===== src/rtl/seqp_pkg.sv =====
// Types, constants and the saturation helper of the sequence pooling block.
// Used by every module of the block; depends on nothing.
package seqp_pkg;

   localparam int FEATURE_WIDTH = 64;
   localparam int ROW_LIMIT     = 65536;
   localparam int DATA_BITS     = 16;

   localparam int COL_BITS      = $clog2(FEATURE_WIDTH);
   localparam int COL_PORT_BITS = 6;
   localparam int VAL_BITS      = 16;
   localparam int ROW_BITS      = 16;
   localparam int OUT_BITS      = 16;
   localparam int BEST_BITS     = 17;
   localparam int ACC_BITS      = 32;
   localparam int CNT_BITS      = ROW_BITS + 1;
   localparam int QUO_BITS      = DATA_BITS;

   localparam int MODE_BITS     = 3;
   localparam int CSR_DATA_BITS = 32;
   localparam int CSR_ADDR_BITS = 3;
   localparam int REG_LSB       = 2;

   localparam logic [MODE_BITS-1:0] MODE_MAX   = 3'd0;
   localparam logic [MODE_BITS-1:0] MODE_LAST  = 3'd1;
   localparam logic [MODE_BITS-1:0] MODE_FIRST = 3'd2;
   localparam logic [MODE_BITS-1:0] MODE_SUM   = 3'd3;
   localparam logic [MODE_BITS-1:0] MODE_AVG   = 3'd4;
   localparam logic [MODE_BITS-1:0] MODE_SQRT  = 3'd5;

   localparam logic REG_POOL_MODE = 1'b0;
   localparam logic REG_PAD_VALUE = 1'b1;

   localparam logic signed [BEST_BITS-1:0] BEST_ROW_EMPTY = '1;

   localparam logic signed [ACC_BITS-1:0] ACC_MAX = {1'b0, {(ACC_BITS-1){1'b1}}};
   localparam logic signed [ACC_BITS-1:0] ACC_MIN = {1'b1, {(ACC_BITS-1){1'b0}}};

   localparam longint SAT_MAG = longint'(1) <<< (DATA_BITS - 1);
   localparam logic signed [ACC_BITS-1:0] SAT_HI = ACC_BITS'(SAT_MAG - longint'(1));
   localparam logic signed [ACC_BITS-1:0] SAT_LO = ACC_BITS'(-SAT_MAG);

   typedef struct packed {
      logic [MODE_BITS-1:0]       pool_mode;
      logic signed [VAL_BITS-1:0] pad_value;
   } cfg_type;

   typedef struct packed {
      logic signed [ACC_BITS-1:0] acc;
      logic [ROW_BITS-1:0]        best;
   } col_entry_type;

   typedef struct packed {
      logic                en;
      logic [COL_BITS-1:0] addr;
      col_entry_type       data;
   } col_wr_type;

   typedef struct packed {
      logic                       start;
      logic                       is_root;
      logic signed [ACC_BITS-1:0] acc;
      logic [CNT_BITS-1:0]        count;
   } math_req_type;

   typedef struct packed {
      logic                       done;
      logic signed [OUT_BITS-1:0] result;
   } math_rsp_type;

   // Clamp to the signed DATA_BITS range and hand back the output width.
   function automatic logic signed [OUT_BITS-1:0] sat_out(
      input logic signed [ACC_BITS-1:0] v);
      logic signed [ACC_BITS-1:0] r;
      if (v > SAT_HI) begin
         r = SAT_HI;
      end else if (v < SAT_LO) begin
         r = SAT_LO;
      end else begin
         r = v;
      end
      return r[OUT_BITS-1:0];
   endfunction

endpackage


===== src/rtl/seqp_col_mem.sv =====
// Per-column state memory: accumulator and best row, one entry per column.
// Synchronous write, registered read; uses seqp_pkg types.
module seqp_col_mem (
   input  logic                             clock,
   input  seqp_pkg::col_wr_type             wr,
   input  logic                             rd_en,
   input  logic [seqp_pkg::COL_BITS-1:0]    rd_addr,
   output seqp_pkg::col_entry_type          rd_data
);

   seqp_pkg::col_entry_type col_mem_ff [seqp_pkg::FEATURE_WIDTH];
   seqp_pkg::col_entry_type rd_data_ff;

   always_ff @(posedge clock) begin
      if (wr.en) begin
         col_mem_ff[wr.addr] <= wr.data;
      end
      if (rd_en) begin
         rd_data_ff <= col_mem_ff[rd_addr];
      end
   end

   assign rd_data = rd_data_ff;

endmodule


===== config.mk =====
export PLATFORM = sky130hd
export DESIGN_NAME = seqp_col_mem
export DESIGN_NICKNAME = d
export VERILOG_FILES = /design/src/rtl/seqp_pkg.sv /design/src/rtl/seqp_col_mem.sv
export SDC_FILE = /design/constraint.sdc
export NUM_CORES = 2
export LEC_CHECK = 0
export BUFFER_PORTS_ARGS = -buffer_cell sky130_fd_sc_hd__buf_4
export CAP_MARGIN = 0
export CORE_MARGIN = 2
export CORE_UTILIZATION = 44
export DETAILED_ROUTE_END_ITERATION = 16
export GPL_TIMING_DRIVEN = 1
export PLACE_DENSITY = 0.55
export RECOVER_POWER = 25
export SLEW_MARGIN = 20
export SYNTH_ARGS = -nofsm -noshare
export SYNTH_HDL_FRONTEND = slang
export SYNTH_SLANG_ARGS = --single-unit

===== constraint.sdc =====
create_clock -name clock -period 11.73 [get_ports clock]
set_clock_uncertainty 0.1 [all_clocks]
set_input_delay 2.346 -clock clock [delete_from_list [all_inputs] [get_ports clock]]
set_output_delay 2.346 -clock clock [all_outputs]
set_load 0.05 [all_outputs]

==> summary.txt <==
Outcome
  – Status: finished with violations
  – Violations in the final reports: capacitance limit, slew limit

Yosys
  – Syn_nets: 5033
  – Average cell area after synthesis: 23.7 um^2
  – Netlist cell types: 35
  – Synth Area in XOR/XNOR: 0%
  – Simple-gate area share of the yosys netlist: 0.953%
  – Seq cells post-synth: 3120
  – Combinational family with the most area after synthesis: multiplexers
  – YS warnings: 0
  – Post-synthesis adder-cell area fraction: 0%
  – Mapped Area: 118000 um^2
  – Multiplexer share of the synthesized area: 15.1%
  – Sequential area share after synthesis: 79.7%
  – Complex-gate fraction of the synthesized area: 3.01%
  – Gate count of the mapped netlist: 4970

Timing
  – Relative slew slack: -96.9%
  – Final TNS setup: 0 ps
  – Min Tclk post-route: 5620 ps
  – Least-Margin Pin Slew: 2950 ps
  – Hold_ws: 773 ps
  – Final Max Slew Viols: 2600
  – Fraction of the cycle the final worst path needs: 47.9%
  – Setup violators final: 0
  – Final hold vios: 0
  – Fmax: 178 MHz
  – RSZ-0062 raised after global routing: no

Setup path
  – CP startpoint kind: input pin
  – Crit Path Max Fanout: 55
  – Reg2reg path depth: 5
  – Setup crit end kind: flop
  – Worst EP required: 12210 ps
  – Arrival @ worst endpoint: 6090 ps
  – Worst Setup Path Type: input pin to flop

Die
  – Horiz. Die Dim: 521 um
  – Initial core utilization: 44.3%
  – Core Region: 266000 um^2
  – Rows: 189
  – DIE AREA: 271000 um^2
  – Chip height: 521 um
  – # IOs: 111

Drt
  – Via count: 57100
  – Routed Antenna Nets: 0
  – Starting DRT DRC Count: 8088
  – Routed WL per cell: 38.0 um
  – Vias per cell: 6.31
  – DRT Wirelength: 343000 um
  – TritonRoute pass-1 iters: 5
  – Post-route DRC violation count: 0

Power and ir drop
  – Pwr/cell area: 176 nW/um^2
  – IR drop worst, VDD: 0.123 mV
  – Leakage: 40.8 nW

CTS
  – Post-CTS setup buffers: 0
  – CTS Sinks: 3120
  – Clock buffer depth: 4
  – H-tree depth: 5
  – # hold bufs at CTS: 0
  – CTS tree: built
  – CTS buffer count: 326
  – CTS root buf: clkbuf_16
  – PostCTS Resize Cnt: 0
  – Reg clk slew, reported paths: 60 ps
  – Worst-Skew Late Latency: 880 ps

Global route
  – Met1 Use GR: 35.2%
  – Initial antenna violation count: 34
  – Grt total ovfl: 0
  – Gr busiest metal: met2
  – Global-route wire length before repair: 471000 um
  – Total Routing Usage GR: 25.2%
  – Met2 usage: 41.3%
  – Vias in the first global route: 57000
  – Met3 usage: 3.97%
  – Largest net degree at the start of global routing: 108

Cells and area
  – Fillers: 21000
  – Fin area: 133000 um^2
  – Area occupied by multi-input gates: 22900 um^2
  – Commonest non-fill, non-tap cells in the layout: edfxtp_1, mux4_2, clkbuf_16, buf_4, o22ai_1
  – Register area: 93700 um^2
  – Area Overhead vs Synth: 13.1%
  – Nets: 5342
  – Share of cells above drive strength 1: 27.3%
  – Most common cell after layout, fill and taps aside: edfxtp_1

Run
  – Max-cap violations: 40

Placement
  – Routability Congestion: 0.778
  – Area after DPL: 123000 um^2
  – Dpl hpwl: 180000 um
  – IO Port Bufs: 110

Hold path
  – Min-delay worst type: flop to flop
  – Hold path depth: 4
[power breakdown]
| part | internal [mW] | total, mW | switching (mW) |
|---|---|---|---|
| clock network | 5.64 | 9.87 | 4.22 |
| logic | 0.384 | 1.13 | 0.741 |
| registers | 12.4 | 12.4 | 0.0453 |
| total | 18.4 | 23.4 | 5.01 |
[metrics by stage]
step / util [%] / power (mW) / cells / setup slack, ps
finish: 50.1 / 23.4 / 9048 / 6110
global route: 50.1 / 24.0 / 9044 / 6140
CTS: 50.1 / 23.6 / 9040 / 6170
detailed placement: 46.4 / 13.8 / 8483 / 5230
global placement: 46.4 / 13.8 / 8482 / 5200
floorplan: - / 13.3 / 4970 / 5000
[cell usage after synthesis, drive strengths merged]
cell	number	area share (%)
buf	183	0.96
a311o	1	0.0085
and3	1	0.0053
a22oi	72	0.46
nand4b	1	0.0074
a21oi	74	0.31
nor3	3	0.013
a311oi	11	0.082
nand3b	5	0.032
mux2i	63	0.54
nor2	132	0.42
o22ai	122	0.65
or3b	4	0.030
or2	3	0.016
a221oi	83	0.62
nand3	7	0.030
a31oi	1	0.0053
edfxtp	3120	80
a31o	5	0.037
a211oi	32	0.20
mux2	12	0.11
and2	3	0.016
nand2	55	0.18
or3	3	0.016
mux4	754	14
clkbuf	99	0.32
o221ai	28	0.21
a22o	57	0.42
nand4	2	0.011
nand2b	10	0.053
nor2b	24	0.13
[critical path, cell delays in order]
cell	delay [ps]
buf_8	440
buf_4	610
buf_4	640
mux4_2	410
o22ai_1	640
nor2_1	150
a21oi_1	530
a221oi_1	90
[final timing paths]
kind,endpoint,slack [ps],startpoint
max,rd_data[41]$_DFFE_PP_,6110,rd_addr[1]
min,rd_data[4]$_DFFE_PP_,770,col_mem_ff[58][4]$_DFFE_PP_
max reg2reg,rd_data[43]$_DFFE_PP_,9080,col_mem_ff[48][43]$_DFFE_PP_
min reg2reg,rd_data[4]$_DFFE_PP_,770,col_mem_ff[58][4]$_DFFE_PP_
[cell type report]
cell class                 count  area share (%)
antenna                        7          0.0132
sequential                  3120            70.4
timing repair buffer         263            1.53
tap                         3533            3.32
multi-input combinational   1568            17.2
clock inverter               163            1.02
clock buffer                 394            6.44
[cells by family after synthesis]
logic type / Yosys count
buf+inv: 282
simple gates: 253
compound gates: 486
mux: 829
flops: 3120
[sequential cells by signal, indices dropped and copies added (netlist names)]
name,flops
col_mem_ff,3072
rd_data,48
[per-layer routing]
metal	share of wire (%)	wire (um)	vias to the layer above
met5	0.036	124	-
met4	3.2	10900	20
met3	7.8	26900	535
met2	49	168000	2733
met1	40	138000	31600
li1	-	-	22200
Power figures use the tool's default switching activity.
