===== config.mk =====
export PLATFORM = sky130hd
export DESIGN_NAME = seqp_root_div
export DESIGN_NICKNAME = d
export VERILOG_FILES = /design/src/rtl/seqp_pkg.sv /design/src/rtl/seqp_root_div.sv
export SDC_FILE = /design/constraint.sdc
export NUM_CORES = 2
export LEC_CHECK = 0
export BUFFER_PORTS_ARGS = -buffer_cell sky130_fd_sc_hd__buf_2
export CAP_MARGIN = 10
export CORE_UTILIZATION = 35
export CTS_CLUSTER_DIAMETER = 150
export DETAILED_ROUTE_END_ITERATION = 8
export PLACE_DENSITY = 0.55
export SLEW_MARGIN = 20
export SYNTH_ARGS = -nofsm -noshare
export SYNTH_HDL_FRONTEND = slang
export SYNTH_SLANG_ARGS = --single-unit
export TNS_END_PERCENT = 100

===== constraint.sdc =====
create_clock -name clock -period 14.95 [get_ports clock]
set_input_delay 1.495 -clock clock [delete_from_list [all_inputs] [get_ports clock]]
set_output_delay 1.495 -clock clock [all_outputs]
set_load 0.01 [all_outputs]

===== src/rtl/seqp_pkg.sv =====
// Types, constants and the saturation helper of the sequence pooling block.
// Used by every module of the block; depends on nothing.
package seqp_pkg;

   localparam int FEATURE_WIDTH = 64;
   localparam int ROW_LIMIT     = 65536;
   localparam int DATA_BITS     = 16;

   localparam int COL_BITS      = $clog2(FEATURE_WIDTH);
   localparam int COL_PORT_BITS = 6;
   localparam int VAL_BITS      = 16;
   localparam int ROW_BITS      = 16;
   localparam int OUT_BITS      = 16;
   localparam int BEST_BITS     = 17;
   localparam int ACC_BITS      = 32;
   localparam int CNT_BITS      = ROW_BITS + 1;
   localparam int QUO_BITS      = DATA_BITS;

   localparam int MODE_BITS     = 3;
   localparam int CSR_DATA_BITS = 32;
   localparam int CSR_ADDR_BITS = 3;
   localparam int REG_LSB       = 2;

   localparam logic [MODE_BITS-1:0] MODE_MAX   = 3'd0;
   localparam logic [MODE_BITS-1:0] MODE_LAST  = 3'd1;
   localparam logic [MODE_BITS-1:0] MODE_FIRST = 3'd2;
   localparam logic [MODE_BITS-1:0] MODE_SUM   = 3'd3;
   localparam logic [MODE_BITS-1:0] MODE_AVG   = 3'd4;
   localparam logic [MODE_BITS-1:0] MODE_SQRT  = 3'd5;

   localparam logic REG_POOL_MODE = 1'b0;
   localparam logic REG_PAD_VALUE = 1'b1;

   localparam logic signed [BEST_BITS-1:0] BEST_ROW_EMPTY = '1;

   localparam logic signed [ACC_BITS-1:0] ACC_MAX = {1'b0, {(ACC_BITS-1){1'b1}}};
   localparam logic signed [ACC_BITS-1:0] ACC_MIN = {1'b1, {(ACC_BITS-1){1'b0}}};

   localparam longint SAT_MAG = longint'(1) <<< (DATA_BITS - 1);
   localparam logic signed [ACC_BITS-1:0] SAT_HI = ACC_BITS'(SAT_MAG - longint'(1));
   localparam logic signed [ACC_BITS-1:0] SAT_LO = ACC_BITS'(-SAT_MAG);

   typedef struct packed {
      logic [MODE_BITS-1:0]       pool_mode;
      logic signed [VAL_BITS-1:0] pad_value;
   } cfg_type;

   typedef struct packed {
      logic signed [ACC_BITS-1:0] acc;
      logic [ROW_BITS-1:0]        best;
   } col_entry_type;

   typedef struct packed {
      logic                en;
      logic [COL_BITS-1:0] addr;
      col_entry_type       data;
   } col_wr_type;

   typedef struct packed {
      logic                       start;
      logic                       is_root;
      logic signed [ACC_BITS-1:0] acc;
      logic [CNT_BITS-1:0]        count;
   } math_req_type;

   typedef struct packed {
      logic                       done;
      logic signed [OUT_BITS-1:0] result;
   } math_rsp_type;

   // Clamp to the signed DATA_BITS range and hand back the output width.
   function automatic logic signed [OUT_BITS-1:0] sat_out(
      input logic signed [ACC_BITS-1:0] v);
      logic signed [ACC_BITS-1:0] r;
      if (v > SAT_HI) begin
         r = SAT_HI;
      end else if (v < SAT_LO) begin
         r = SAT_LO;
      end else begin
         r = v;
      end
      return r[OUT_BITS-1:0];
   endfunction

endpackage


===== src/rtl/seqp_root_div.sv =====
// Shared iterative unit for AVERAGE (sum / count) and SQRT (sum / sqrt(count)).
// Builds a saturating quotient one bit per cycle; uses seqp_pkg types and sat_out.
module seqp_root_div (
   input  logic                   clock,
   input  logic                   reset,
   input  seqp_pkg::math_req_type req,
   output seqp_pkg::math_rsp_type rsp
);

   localparam int MAG_W = seqp_pkg::ACC_BITS;
   localparam int CNT_W = seqp_pkg::CNT_BITS;
   localparam int Q_W   = seqp_pkg::QUO_BITS;
   localparam int K_W   = $clog2(Q_W);
   localparam int QC_W  = Q_W + CNT_W - 1;
   localparam int LIN_W = QC_W + 1;
   localparam int SQC_W = 2 * Q_W + CNT_W - 1;
   localparam int SQ_W  = SQC_W + 2;
   localparam int TGT_W = 2 * MAG_W - 1;

   localparam logic [1:0] M_IDLE = 2'd0;
   localparam logic [1:0] M_PREP = 2'd1;
   localparam logic [1:0] M_STEP = 2'd2;
   localparam logic [1:0] M_DONE = 2'd3;

   logic [1:0]       state_ff, state_in;
   logic             done_ff, done_in;
   logic             neg_ff, root_ff;
   logic [MAG_W-1:0] mag_ff;
   logic [CNT_W-1:0] count_ff;
   logic [TGT_W-1:0] target_ff;
   logic [Q_W-1:0]   q_ff;
   logic [QC_W-1:0]  qc_ff;
   logic [SQC_W-1:0] sqc_ff;
   logic [K_W-1:0]   k_ff;
   logic signed [seqp_pkg::OUT_BITS-1:0] res_ff;

   logic [MAG_W-1:0]   mag_start;
   logic [2*MAG_W-1:0] mag_sq;
   logic [LIN_W-1:0]   trial_lin;
   logic [SQ_W-1:0]    trial_sq;
   logic               fits;
   logic signed [MAG_W-1:0] q_ext, q_signed;

   assign mag_start = req.acc[MAG_W-1] ? MAG_W'(~req.acc + 1'b1) : MAG_W'(req.acc);
   assign mag_sq    = mag_ff * mag_ff;

   // t = q + 2^k: t*count and t*t*count from the running products
   assign trial_lin = LIN_W'(qc_ff) + (LIN_W'(count_ff) << k_ff);
   assign trial_sq  = SQ_W'(sqc_ff) + ((SQ_W'(qc_ff) << 1) << k_ff)
                    + (SQ_W'(count_ff) << {k_ff, 1'b0});
   assign fits      = root_ff ? (TGT_W'(trial_sq) <= target_ff)
                              : (TGT_W'(trial_lin) <= target_ff);

   assign q_ext    = MAG_W'(q_ff);
   assign q_signed = neg_ff ? -q_ext : q_ext;

   always_comb begin
      state_in = state_ff;
      done_in  = 1'b0;
      case (state_ff)
         M_IDLE: begin
            if (req.start) begin
               state_in = M_PREP;
            end
         end
         M_PREP: begin
            state_in = M_STEP;
         end
         M_STEP: begin
            if (k_ff == '0) begin
               state_in = M_DONE;
            end
         end
         M_DONE: begin
            done_in  = 1'b1;
            state_in = M_IDLE;
         end
         default: begin
            state_in = M_IDLE;
         end
      endcase
   end

   always_ff @(posedge clock) begin
      if (reset) begin
         state_ff <= M_IDLE;
         done_ff  <= 1'b0;
      end else begin
         state_ff <= state_in;
         done_ff  <= done_in;
      end
   end

   always_ff @(posedge clock) begin
      case (state_ff)
         M_IDLE: begin
            neg_ff   <= req.acc[MAG_W-1];
            mag_ff   <= mag_start;
            count_ff <= req.count;
            root_ff  <= req.is_root;
            q_ff     <= '0;
            qc_ff    <= '0;
            sqc_ff   <= '0;
            k_ff     <= K_W'(Q_W - 1);
         end
         M_PREP: begin
            target_ff <= root_ff ? TGT_W'(mag_sq) : TGT_W'(mag_ff);
         end
         M_STEP: begin
            if (fits) begin
               q_ff   <= q_ff | (Q_W'(1) << k_ff);
               qc_ff  <= trial_lin[QC_W-1:0];
               sqc_ff <= trial_sq[SQC_W-1:0];
            end
            k_ff <= k_ff - 1'b1;
         end
         M_DONE: begin
            res_ff <= seqp_pkg::sat_out(q_signed);
         end
         default: begin
            k_ff <= k_ff;
         end
      endcase
   end

   assign rsp.done   = done_ff;
   assign rsp.result = res_ff;

endmodule


==> out/results.ini <==
[timing]
final_max_slew_viol_count = 0
finalClockSkew_ns = 0.0175
setup_tns_ns = 0
final-setup-viol-count = 0
setup_ws_ns = 5.67
max_freq_mhz = 108
finalCriticalPeriod_ns = 9.28
timing.final.crit_share_pct = 62.0
slew_headroom_pct = 28.7
finalHoldViolations = 0
rsz0062_at_grt = false
tightestPinTransition_ns = 1.07

[cells_and_area]
fin_nets = 6552
n_antenna_cell = 0
area_growth_pct = 6.69
postLayoutCoreUtil_pct = 37.8
final_layout_size_suffix_gt1_share_pct = 4.60

[grt]
grt_max_degree = 84
grt_pass1_wl_um = 223000
grt_pass1_vias = 38503
overflow = 0
antenna_found_initial = 1
track_usage_pct = 20.2

[synth]
synth_edf_count = 230
ys_types = 78
synth_seq_area_share_pct = 14.3
synth_area_leaders = fa_1 35%, edfxtp_1 14%, ha_1 12%
synth_cells = 5246
mappedNetlistArea_sq_um = 48900
yosys_warnings = 0
async_flop_share_pct = 0
ys.flop_type = edfxtp_1
yosys-top-cells-count = 1,108 x inv_1, 843 x fa_1, 462 x ha_1, 447 x nand2_1, 325 x and2_1
synth_area_leader_cell = fa_1
synth_seq_cells = 233
avgSynthCellArea_sq_um = 9.32
yosysTopAreaCellShare_pct = 34.5
synth_most_common_cell = inv_1
syn_nets = 6604

[floorplanning]
rows = 136
core_area_sq_um = 138000
fp.dieH_um = 376
die_area_sq_um = 141000
initial_utilization_pct = 35.4
die_x_um = 376
num_io_pins = 70

[worst_setup_path]
worstSetupPathType = reg -> reg
rrSetupSlack_ns = 5.67
r2r_cells = 25
cp.arrival_ns = 9.52
worstPathRequired_ns = 15.20
cp_max_fo = 78
r2r_end = sqc_ff[32]
reg2reg_from = k_ff[0]
worstSetupStartpointType = register
critPathCaptureType = register

[clock_network]
cts_hold_buf = 0
cts_tree = done
clock_sinks = 233
cts.repair.resized = 0
cts_buffers = 29
postCtsSetupRepairBufs = 0
cts_root_buf = clkbuf_16
h-tree-depth = 1
clk_pin_slew_ns = 0.07
worstSkewPairLatency_ns = 0.63
cts_buffer_depth = 3

[place]
gp_congestion = 0.945
dp_hpwl_um = 112000
io_buffer_count = 69
post-place-ws_ns = 5.76

[drt]
wl_met1_um = 65500
dr.pass1.iters = 5
drtIter0Drc = 2658
ant_nets = 0
vias = 35871
wirelength_um = 140000
wl_met3_um = 8600
drc_errors = 0
route.met2.wl_um = 62500
avgViaCountPerCell = 5.07
top_layer = met4
wl_per_cell_um = 19.8

[hold_path]
hold_depth = 2
worstHoldPathType = reg -> reg
hold_path_end = state_ff[0]
hold_start = state_ff[0]

[outcome]
status = completed

[run]
max_cap_violations = 0

-- layout by cell type, fill, tap and decap left out, types with 16 or more instances in the layout --
cell	instances
a211oi_1	22
a21o_1	110
a21oi_1	241
a31oi_1	33
and2_1	325
and3_1	32
buf_2	69
buf_4	54
clkbuf_16	29
edfxtp_1	230
fa_1	843
ha_1	459
inv_1	1108
mux2_2	28
mux2i_1	58
nand2_1	447
nand2b_1	23
nand3_1	50
nand4_1	41
nor2_1	255
nor2b_1	31
nor3_1	42
nor4_1	16
o211ai_1	16
o21a_1	26
o21ai_0	169
o21bai_1	31
o22ai_1	16
o31ai_1	21
xnor2_1	122
xor2_1	76
-- critical path: stages (launching register included) --
cell and delay (ns):
edfxtp_1 0.38, buf_4 0.74, o21ai_0 0.30, nand2_1 0.12, o21ai_0 0.32, mux2_2 0.43, o21ai_0 0.27, fa_1 0.48
ha_1 0.43, nand4_1 0.18, or4_1 0.58, o211ai_1 0.31, a21oi_1 0.29, o21ai_1 0.36, o21ai_0 0.23, a21oi_1 0.25
a31oi_1 0.11, ha_1 0.33, nand4_1 0.12, or3_1 0.35, or4_1 0.59, nor2_1 0.12, nor3_1 0.07, a211oi_4 0.20
buf_4 0.43, buf_4 0.74
-- cell families after synthesis --
kind of cell | after synthesis | synth area share (%)
simple gates | 1301 | 13.0
mux | 100 | 2.48
buf+inv | 1319 | 10.1
xor+xnor | 198 | 3.55
fa+ha+maj | 1305 | 46.4
compound gates | 790 | 10.2
flops | 233 | 14.3
-- flip-flops by register name (all words and copies together) (netlist names) --
name	cells
state_ff	2
count_ff	17
sqc_ff	48
root_ff	1
k_ff	4
neg_ff	1
done_ff	1
target_ff	63
mag_ff	32
qc_ff	32
res_ff	16
q_ff	16
-- worst max path at each step --
stage          startpoint         end  slack [ns]
2_1_floorplan     k_ff[0]     q_ff[0]        1.16
3_3_place_gp      k_ff[0]  sqc_ff[45]        5.77
3_5_place_dp      k_ff[0]    q_ff[13]        5.76
4_1_cts           k_ff[0]  sqc_ff[34]        5.74
5_1_grt           k_ff[0]  sqc_ff[41]        5.09
6_report          k_ff[0]  sqc_ff[32]        5.67
-- layer usage --
layer  track usage [%]  vias to the layer above
li1                  -                    16630
met1              29.1                    18024
met2              32.1                     1042
met3              2.81                      175
met4              4.77                        0
met5                 0                        -
-- area by class of cell --
type | count | area [sq um]
clock buffers | 36 | 752
clock inverters | 17 | 181
fillers | 14152 | 85900
inverters | 1113 | 4180
multi-input cells | 3694 | 37000
flip-flops and latches | 233 | 6970
well taps | 1863 | 2330
repair buffers | 123 | 751
-- stage by stage --
stage / std cells / cell area (sq um) / hold WS, ns
floorplan: 5246 / 48900 / 0.501
finish: 7079 / 52100 / 0.553
CTS: 7079 / 52100 / 0.558
global route: 7079 / 52100 / 0.626
global placement: 7026 / 51200 / 0.529
detailed placement: 7026 / 51200 / 0.550
Power is left out: the tool's default activity adds up to more than one toggle a clock period on the data nets, which glitch-free logic cannot reach.
