==> src/rtl/seqp_pkg.sv <==
// Types, constants and the saturation helper of the sequence pooling block.
// Used by every module of the block; depends on nothing.
package seqp_pkg;

   localparam int FEATURE_WIDTH = 64;
   localparam int ROW_LIMIT     = 65536;
   localparam int DATA_BITS     = 16;

   localparam int COL_BITS      = $clog2(FEATURE_WIDTH);
   localparam int COL_PORT_BITS = 6;
   localparam int VAL_BITS      = 16;
   localparam int ROW_BITS      = 16;
   localparam int OUT_BITS      = 16;
   localparam int BEST_BITS     = 17;
   localparam int ACC_BITS      = 32;
   localparam int CNT_BITS      = ROW_BITS + 1;
   localparam int QUO_BITS      = DATA_BITS;

   localparam int MODE_BITS     = 3;
   localparam int CSR_DATA_BITS = 32;
   localparam int CSR_ADDR_BITS = 3;
   localparam int REG_LSB       = 2;

   localparam logic [MODE_BITS-1:0] MODE_MAX   = 3'd0;
   localparam logic [MODE_BITS-1:0] MODE_LAST  = 3'd1;
   localparam logic [MODE_BITS-1:0] MODE_FIRST = 3'd2;
   localparam logic [MODE_BITS-1:0] MODE_SUM   = 3'd3;
   localparam logic [MODE_BITS-1:0] MODE_AVG   = 3'd4;
   localparam logic [MODE_BITS-1:0] MODE_SQRT  = 3'd5;

   localparam logic REG_POOL_MODE = 1'b0;
   localparam logic REG_PAD_VALUE = 1'b1;

   localparam logic signed [BEST_BITS-1:0] BEST_ROW_EMPTY = '1;

   localparam logic signed [ACC_BITS-1:0] ACC_MAX = {1'b0, {(ACC_BITS-1){1'b1}}};
   localparam logic signed [ACC_BITS-1:0] ACC_MIN = {1'b1, {(ACC_BITS-1){1'b0}}};

   localparam longint SAT_MAG = longint'(1) <<< (DATA_BITS - 1);
   localparam logic signed [ACC_BITS-1:0] SAT_HI = ACC_BITS'(SAT_MAG - longint'(1));
   localparam logic signed [ACC_BITS-1:0] SAT_LO = ACC_BITS'(-SAT_MAG);

   typedef struct packed {
      logic [MODE_BITS-1:0]       pool_mode;
      logic signed [VAL_BITS-1:0] pad_value;
   } cfg_type;

   typedef struct packed {
      logic signed [ACC_BITS-1:0] acc;
      logic [ROW_BITS-1:0]        best;
   } col_entry_type;

   typedef struct packed {
      logic                en;
      logic [COL_BITS-1:0] addr;
      col_entry_type       data;
   } col_wr_type;

   typedef struct packed {
      logic                       start;
      logic                       is_root;
      logic signed [ACC_BITS-1:0] acc;
      logic [CNT_BITS-1:0]        count;
   } math_req_type;

   typedef struct packed {
      logic                       done;
      logic signed [OUT_BITS-1:0] result;
   } math_rsp_type;

   // Clamp to the signed DATA_BITS range and hand back the output width.
   function automatic logic signed [OUT_BITS-1:0] sat_out(
      input logic signed [ACC_BITS-1:0] v);
      logic signed [ACC_BITS-1:0] r;
      if (v > SAT_HI) begin
         r = SAT_HI;
      end else if (v < SAT_LO) begin
         r = SAT_LO;
      end else begin
         r = v;
      end
      return r[OUT_BITS-1:0];
   endfunction

endpackage

==> src/rtl/seqp_csr.sv <==
// Configuration registers of the pooling block: pool mode and pad value.
// APB-style access, always ready; uses seqp_pkg register codes and types.
module seqp_csr (
   input  logic                                 clock,
   input  logic                                 reset,
   input  logic                                 psel,
   input  logic                                 penable,
   input  logic                                 pwrite,
   input  logic [seqp_pkg::CSR_ADDR_BITS-1:0]   paddr,
   input  logic [seqp_pkg::CSR_DATA_BITS-1:0]   pwdata,
   output logic [seqp_pkg::CSR_DATA_BITS-1:0]   prdata,
   output logic                                 pready,
   output seqp_pkg::cfg_type                    cfg
);

   logic [seqp_pkg::MODE_BITS-1:0]       pool_mode_ff, pool_mode_in;
   logic signed [seqp_pkg::VAL_BITS-1:0] pad_value_ff, pad_value_in;
   logic                                 wr_en;

   assign wr_en  = psel && penable && pwrite;
   assign pready = 1'b1;

   always_comb begin
      pool_mode_in = pool_mode_ff;
      pad_value_in = pad_value_ff;
      if (wr_en) begin
         case (paddr[seqp_pkg::REG_LSB])
            seqp_pkg::REG_POOL_MODE: pool_mode_in = pwdata[seqp_pkg::MODE_BITS-1:0];
            seqp_pkg::REG_PAD_VALUE: pad_value_in = pwdata[seqp_pkg::VAL_BITS-1:0];
            default: pool_mode_in = pool_mode_ff;
         endcase
      end
   end

   always_comb begin
      case (paddr[seqp_pkg::REG_LSB])
         seqp_pkg::REG_POOL_MODE: prdata = seqp_pkg::CSR_DATA_BITS'(pool_mode_ff);
         seqp_pkg::REG_PAD_VALUE: prdata = seqp_pkg::CSR_DATA_BITS'(pad_value_ff);
         default: prdata = '0;
      endcase
   end

   always_ff @(posedge clock) begin
      if (reset) begin
         pool_mode_ff <= seqp_pkg::MODE_MAX;
         pad_value_ff <= '0;
      end else begin
         pool_mode_ff <= pool_mode_in;
         pad_value_ff <= pad_value_in;
      end
   end

   assign cfg.pool_mode = pool_mode_ff;
   assign cfg.pad_value = pad_value_ff;

endmodule

==> config.mk <==
export PLATFORM = sky130hd
export DESIGN_NAME = seqp_csr
export DESIGN_NICKNAME = d
export VERILOG_FILES = /design/src/rtl/seqp_pkg.sv /design/src/rtl/seqp_csr.sv
export SDC_FILE = /design/constraint.sdc
export NUM_CORES = 1
export LEC_CHECK = 0
export BUFFER_PORTS_ARGS = -buffer_cell sky130_fd_sc_hd__buf_2
export CAP_MARGIN = 20
export CORE_MARGIN = 1
export CORE_UTILIZATION = 30
export CTS_BUF_LIST = sky130_fd_sc_hd__clkbuf_16
export CTS_CLUSTER_SIZE = 16
export DETAILED_ROUTE_END_ITERATION = 6
export HOLD_SLACK_MARGIN = 0.02
export PLACE_DENSITY = 0.66
export SKIP_LAST_GASP = 1
export SYNTH_ARGS = -nofsm -noshare
export SYNTH_HDL_FRONTEND = slang
export SYNTH_SLANG_ARGS = --single-unit
==> constraint.sdc <==
create_clock -name clock -period 2 [get_ports clock]
set_clock_uncertainty 0.15 [all_clocks]
set_input_delay 0.1 -clock clock [delete_from_list [all_inputs] [get_ports clock]]
set_output_delay 0.1 -clock clock [all_outputs]
set_load 0.005 [all_outputs]
==> results_dict.tcl, run 1 <==
set metrics [dict create \
    yosys_warnings 0 \
    setup_viol 0 \
    drive_above_1_share_pct 45.1 \
    tns_ps 0 \
    dp_hpwl_mm 1.60 \
    ir_drop_uv 534 \
    async_reset_ff_share_pct 0 \
    core_sq_um 3470 \
    status "finished clean" \
    max_cap_viol_count 0 \
    cts_tree "done" \
    die_h_microns 63.3 \
    hold_viol_final 0 \
    fmax_ghz 0.803 \
    gp_congestion 0.642 \
    finish.net_count 225 \
    yosysMostFrequentCell "nand2b_1" \
    ios 92 \
    hold_depth 3 \
    reg2regPathDepth 2 \
    synth_top_area_share_pct 33.8 \
    viasPerCell 4.20 \
    grt_util_all_layers_pct 11.6 \
    n_antenna_cell 0 \
    synth-seq-cells 19 \
    period_needed_ps 1240 \
    io_buffers 72 \
    yosys.area.top_type "dfxtp_1" \
    design_area_sq_um 1590 \
    grt_max_degree 36 \
    rsz0062_at_grt "no" \
    netlist_instances 116 \
    areaGrowthSynthToFinish_pct 41.2 \
    dr.pass1.iters 3 \
    antenna_found_initial 0 \
    wl_per_cell_microns 10.4 \
    crit_path_max_fanout 17 \
    die-width_microns 63.3 \
    r2r_slack_ps 1230 \
    min_period_over_period_pct 62.2 \
    wirelength_mm 2.39 \
    htreeDepth 1 \
    globalRouteOverflowTotal 0 \
    holdWs_ps 128 \
    cts.sinks 19 \
    first_iter_violations 18 \
    synth.distinct_cells 13 \
    required_ps 1750 \
    initial_utilization_pct 32.5 \
    vias 967 \
    grt_pass1_vias 800 \
    synth_ff_type "dfxtp_1" \
    synth-edff-count 0 \
    crit_path_start_kind "register" \
    clk_pin_slew_ps 50 \
    hold_class "in2reg" \
    worst-setup-path-type "reg2out" \
    clk_latency_ps 240 \
    synth_area_sq_um 1130 \
    synth.area.top_cells "dfxtp_1, nand2b_1, mux2i_1, buf_4, and2_1" \
    report.final.slew_viol_count 0 \
    placed_area_sq_um 1350 \
    utilization_pct 45.9 \
    synth-seq-area-share_pct 33.8 \
    dieArea_sq_um 4000 \
    fillCellCount 358 \
    synth_fp_nets 156 \
    cts-buffers-inserted 3 \
    synth_common_cells "nand2b_1, dfxtp_1, mux2i_1" \
    power_density_nw_per_um2 572 \
    grt_pass1_wl_mm 3.66 \
    critPathArrivalTime_ps 990 \
    end_kind "primary output" \
    num_rows 21 \
    synth.avg_cell_area_sq_um 9.71 \
    drc 0 \
    cts_buffer_depth 2 \
    power.leakage_uw 0.000822 \
    clock-root-buffer "clkbuf_16" \
    ant_nets 0 \
]
==> metal layers <==
metal	GRT usage [%]	up-vias	part of all wire, %
met2	22.0	45	51
met4	0.852	0	0
met3	3.44	0	6.3
met5	0	-	0
li1	-	488	-
met1	13.0	434	42
==> layout make-up <==
cell class              instances  area [sq um]  share of cell area [%]
repair buffers                 88           520                    32.7
clock buffers                   3          75.1                    4.72
clock inverters                 1          5.00                   0.315
well taps                      46          57.6                    3.62
flip-flops and latches         19           380                    23.9
multi-input cells              73           552                    34.7
==> cell usage in the layout (no fill, tap or decap), types with 3 or more instances in the layout <==
cell / Yosys / layout
buf_2: 0 / 72
nand2b_1: 35 / 35
mux2i_1: 19 / 19
dfxtp_1: 19 / 19
dlygate4sd3_1: 0 / 16
and2_1: 10 / 10
and2_2: 3 / 3
mux2_2: 3 / 3
clkbuf_16: 0 / 3
==> cell families (layout without fill, tap and decap cells) <==
group	Yosys count	count (layout)	synth area share (%)
simple gates	50	50	28.8
buf+inv	24	92	17.2
other cells	1	1	0.333
mux	22	22	19.9
flops	19	19	33.8
==> worst max-delay path, stage by stage, from the launching register on <==
cell	delay, ps
dfxtp_1	340
and2_2	260
buf_2	150
==> final timing paths <==
kind,startpoint,to
min,penable,pool_mode_ff[1]
max,pad_value_ff[15],prdata[18]
min reg2reg,pad_value_ff[7],pad_value_ff[7]
max reg2reg,pool_mode_ff[1],pool_mode_ff[1]
==> sequential cells by signal, indices dropped and copies added, names as in the netlist <==
register / flops
pad_value_ff: 16
pool_mode_ff: 3
==> through the flow <==
step	cells	worst slack, ps	total power (uW)
final	230	755	909
after global routing	230	687	947
after global placement	210	685	492
after CTS	230	740	924
after floorplan	116	970	461
after detailed placement	210	643	493
==> power by group <==
group	switching, uW	leakage (uW)	internal (uW)
sequential	5.70	0.000154	387
clock	134	0.0000409	267
combinational	44.0	0.000628	70.9
total	183	0.000822	726
==> what timing repair did <==
item | CTS | global route
hold buffers | 16 | 0
buffers inserted | 0 | 0
hold endpoints to repair | 19 | 0
gates resized for setup | 0 | 0
Note: power is estimated with default switching activity, not from simulation.
==> inputs of run 2 (changes only) <==
--- a/config.mk
+++ b/config.mk
@@ -13,7 +13,7 @@
 export CTS_CLUSTER_SIZE = 16
 export DETAILED_ROUTE_END_ITERATION = 6
 export HOLD_SLACK_MARGIN = 0.02
-export PLACE_DENSITY = 0.66
+export PLACE_DENSITY = 0.68
 export SKIP_LAST_GASP = 1
 export SYNTH_ARGS = -nofsm -noshare
 export SYNTH_HDL_FRONTEND = slang
==> constraint.sdc (replaced) <==
create_clock -name clock -period 1.1 [get_ports clock]
set_clock_uncertainty 0.15 [all_clocks]
set_input_delay 0.055 -clock clock [delete_from_list [all_inputs] [get_ports clock]]
set_output_delay 0.055 -clock clock [all_outputs]
set_load 0.005 [all_outputs]
==> run 2 against run 1 <==
Against the previous run: non-clock buffer count rose by 9; design area rose by 14%; sequential share of layout area down 2.4 points; combinational power up 120%; the run now ends with setup timing left; critical path depth stayed put; die area unchanged; count of clock-buffer cells in the layout did not move; clock power rose by 90%; hold slack lost 47 ps; utilization is 6.4 points higher; sequential power is 82% higher.
==> results_dict.tcl, run 2 (same netlist as run 1, synthesis figures left out) <==
set metrics [dict create \
    violations "setup timing" \
    worst-setup-path-type "reg2out" \
    fmax_ghz 0.856 \
    r2r_start "pad_value_ff[15]" \
    grt_max_degree 23 \
    clock-root-buffer "clkbuf_16" \
    crit_path_max_fanout 2 \
    largest_reg_flops 16 \
    layout_common_cells "buf_2, nand2b_1, mux2i_1, dlygate4sd3_1, buf_6" \
    hold_end "pool_mode_ff[1]" \
    globalRouteOverflowTotal 0 \
    hold_class "in2reg" \
    htreeDepth 1 \
    ir_drop_uv 952 \
    cts-buffers-inserted 3 \
    period_needed_ps 1170 \
    core_sq_um 3470 \
    wirelength_mm 2.87 \
    largest_registers "pad_value_ff: 16 flops, pool_mode_ff: 3 flops" \
    dp_hpwl_mm 1.59 \
    r2r_slack_ps 260 \
    crit_path_cell_trace "mux2_4, buf_6" \
    n_antenna_cell 0 \
    crit_path_start_kind "register" \
    slowest_stage "dfxtp_2" \
    max_cap_viol_count 0 \
    hold_depth 3 \
    clk_pin_slew_ps 60 \
    utilization_pct 52.3 \
    finish.net_count 236 \
    grt_pass1_vias 896 \
    multi_input_area_sq_um 582 \
    num_rows 21 \
    post-place-ws_ps 7.10 \
    rsz0062_at_grt "yes" \
    cts_buffer_depth 2 \
    ant_nets 0 \
    dr.pass1.iters 3 \
    first_iter_violations 19 \
    final_common_cell "buf_2" \
    fillCellCount 313 \
    clk_latency_ps 250 \
    die-width_microns 63.3 \
    drc 0 \
    reg2regPathDepth 3 \
    grt_pass1_wl_mm 4.20 \
    drive_above_1_share_pct 52.3 \
    grt_util_all_layers_pct 13.5 \
    vias 1017 \
    required_ps 890 \
    die_h_microns 63.3 \
    power.leakage_uw 0.000900 \
    cpPeakStageDelay_ps 320 \
    report.final.slew_viol_count 0 \
    fin_ws_ps -67.9 \
    regMostFlops "pad_value_ff" \
    end_kind "primary output" \
    initial_utilization_pct 32.5 \
    hold_viol_final 0 \
    status "finished with violations" \
    cts_tree "done" \
    seqCellArea_sq_um 390 \
    gp_congestion 0.667 \
    min_period_over_period_pct 106 \
    setup_viol 11 \
    finalPower_uw 1730 \
    wl_per_cell_microns 11.9 \
    cts.sinks 19 \
    io_buffers 72 \
    viasPerCell 4.22 \
    hold_start "penable" \
    r2r_end "pad_value_ff[15]" \
    ios 92 \
    power_density_nw_per_um2 954 \
    antenna_found_initial 0 \
    areaGrowthSynthToFinish_pct 61.0 \
    dieArea_sq_um 4000 \
    critPathArrivalTime_ps 960 \
]
-- run 2: cell count changes in the layout (fill, tap and decap cells not counted), moves of 3 or more --
cell / previous run / this run
and2_4: 0 / 3
mux2_4: 0 / 3
buf_6: 0 / 16
buf_2: 72 / 56
dfxtp_2: 0 / 8
buf_4: 0 / 8
mux2_2: 3 / 0
dfxtp_1: 19 / 11
-- run 2: worst max path at each step --
stage                             endpoint  cells past startpoint              from
after floorplan           pad_value_ff[10]                      5          paddr[2]
after global placement     pad_value_ff[2]                      3          paddr[2]
after detailed placement  pad_value_ff[13]                      3          paddr[2]
after CTS                        prdata[0]                      2   pad_value_ff[0]
after global routing            prdata[19]                      2  pad_value_ff[15]
final                            prdata[1]                      2   pool_mode_ff[1]
-- run 2: layer usage --
layer / routed length (microns) / track usage (%) / vias up
li1: - / - / 512
met1: 1220 / 14.5 / 455
met2: 1460 / 26.1 / 50
met3: 193 / 4.35 / 0
met4: 0 / 1.70 / 0
met5: 0 / 0 / -
-- run 2: metrics by stage --
stage | area [sq um] | hold slack [ps] | std cells | TNS [ps]
global placement | 1390 | 170 | 213 | 0
finish | 1810 | 81.6 | 241 | -576
CTS | 1700 | 84.3 | 241 | -143
detailed placement | 1390 | 175 | 213 | 0
floorplan | 1130 | 59.7 | 116 | 0
global route | 1810 | 129 | 241 | -1140
-- run 2: critical path, delay by kind of cell, from the launching register on --
kind	cells	cell delay, ps
mux	1	270
flops	1	320
buf+inv	1	120
-- run 2: cell type report --
class                   instances  share of cell area, %
multi-input cells              75                   32.1
flip-flops and latches         19                   21.5
repair buffers                 97                   38.6
clock inverters                 1                  0.414
clock buffers                   3                   4.14
well taps                      46                   3.17
-- run 2: what timing repair did --
| item | 4_1_cts | 5_1_grt |
|---|---|---|
| hold buffers | 16 | 0 |
| setup endpoints to repair | 20 | 17 |
| pin swaps | 1 | 2 |
| resized for setup | 10 | 20 |
| gates cloned | 2 | 0 |
| buffers inserted | 6 | 0 |
| endpoints found under the hold margin | 19 | 0 |
-- run 2: power breakdown --
group | total [uW] | internal (uW) | switching [uW]
Combinational | 251 | 159 | 92.1
Clock | 763 | 491 | 272
Sequential | 715 | 705 | 10.4
Total | 1730 | 1350 | 375
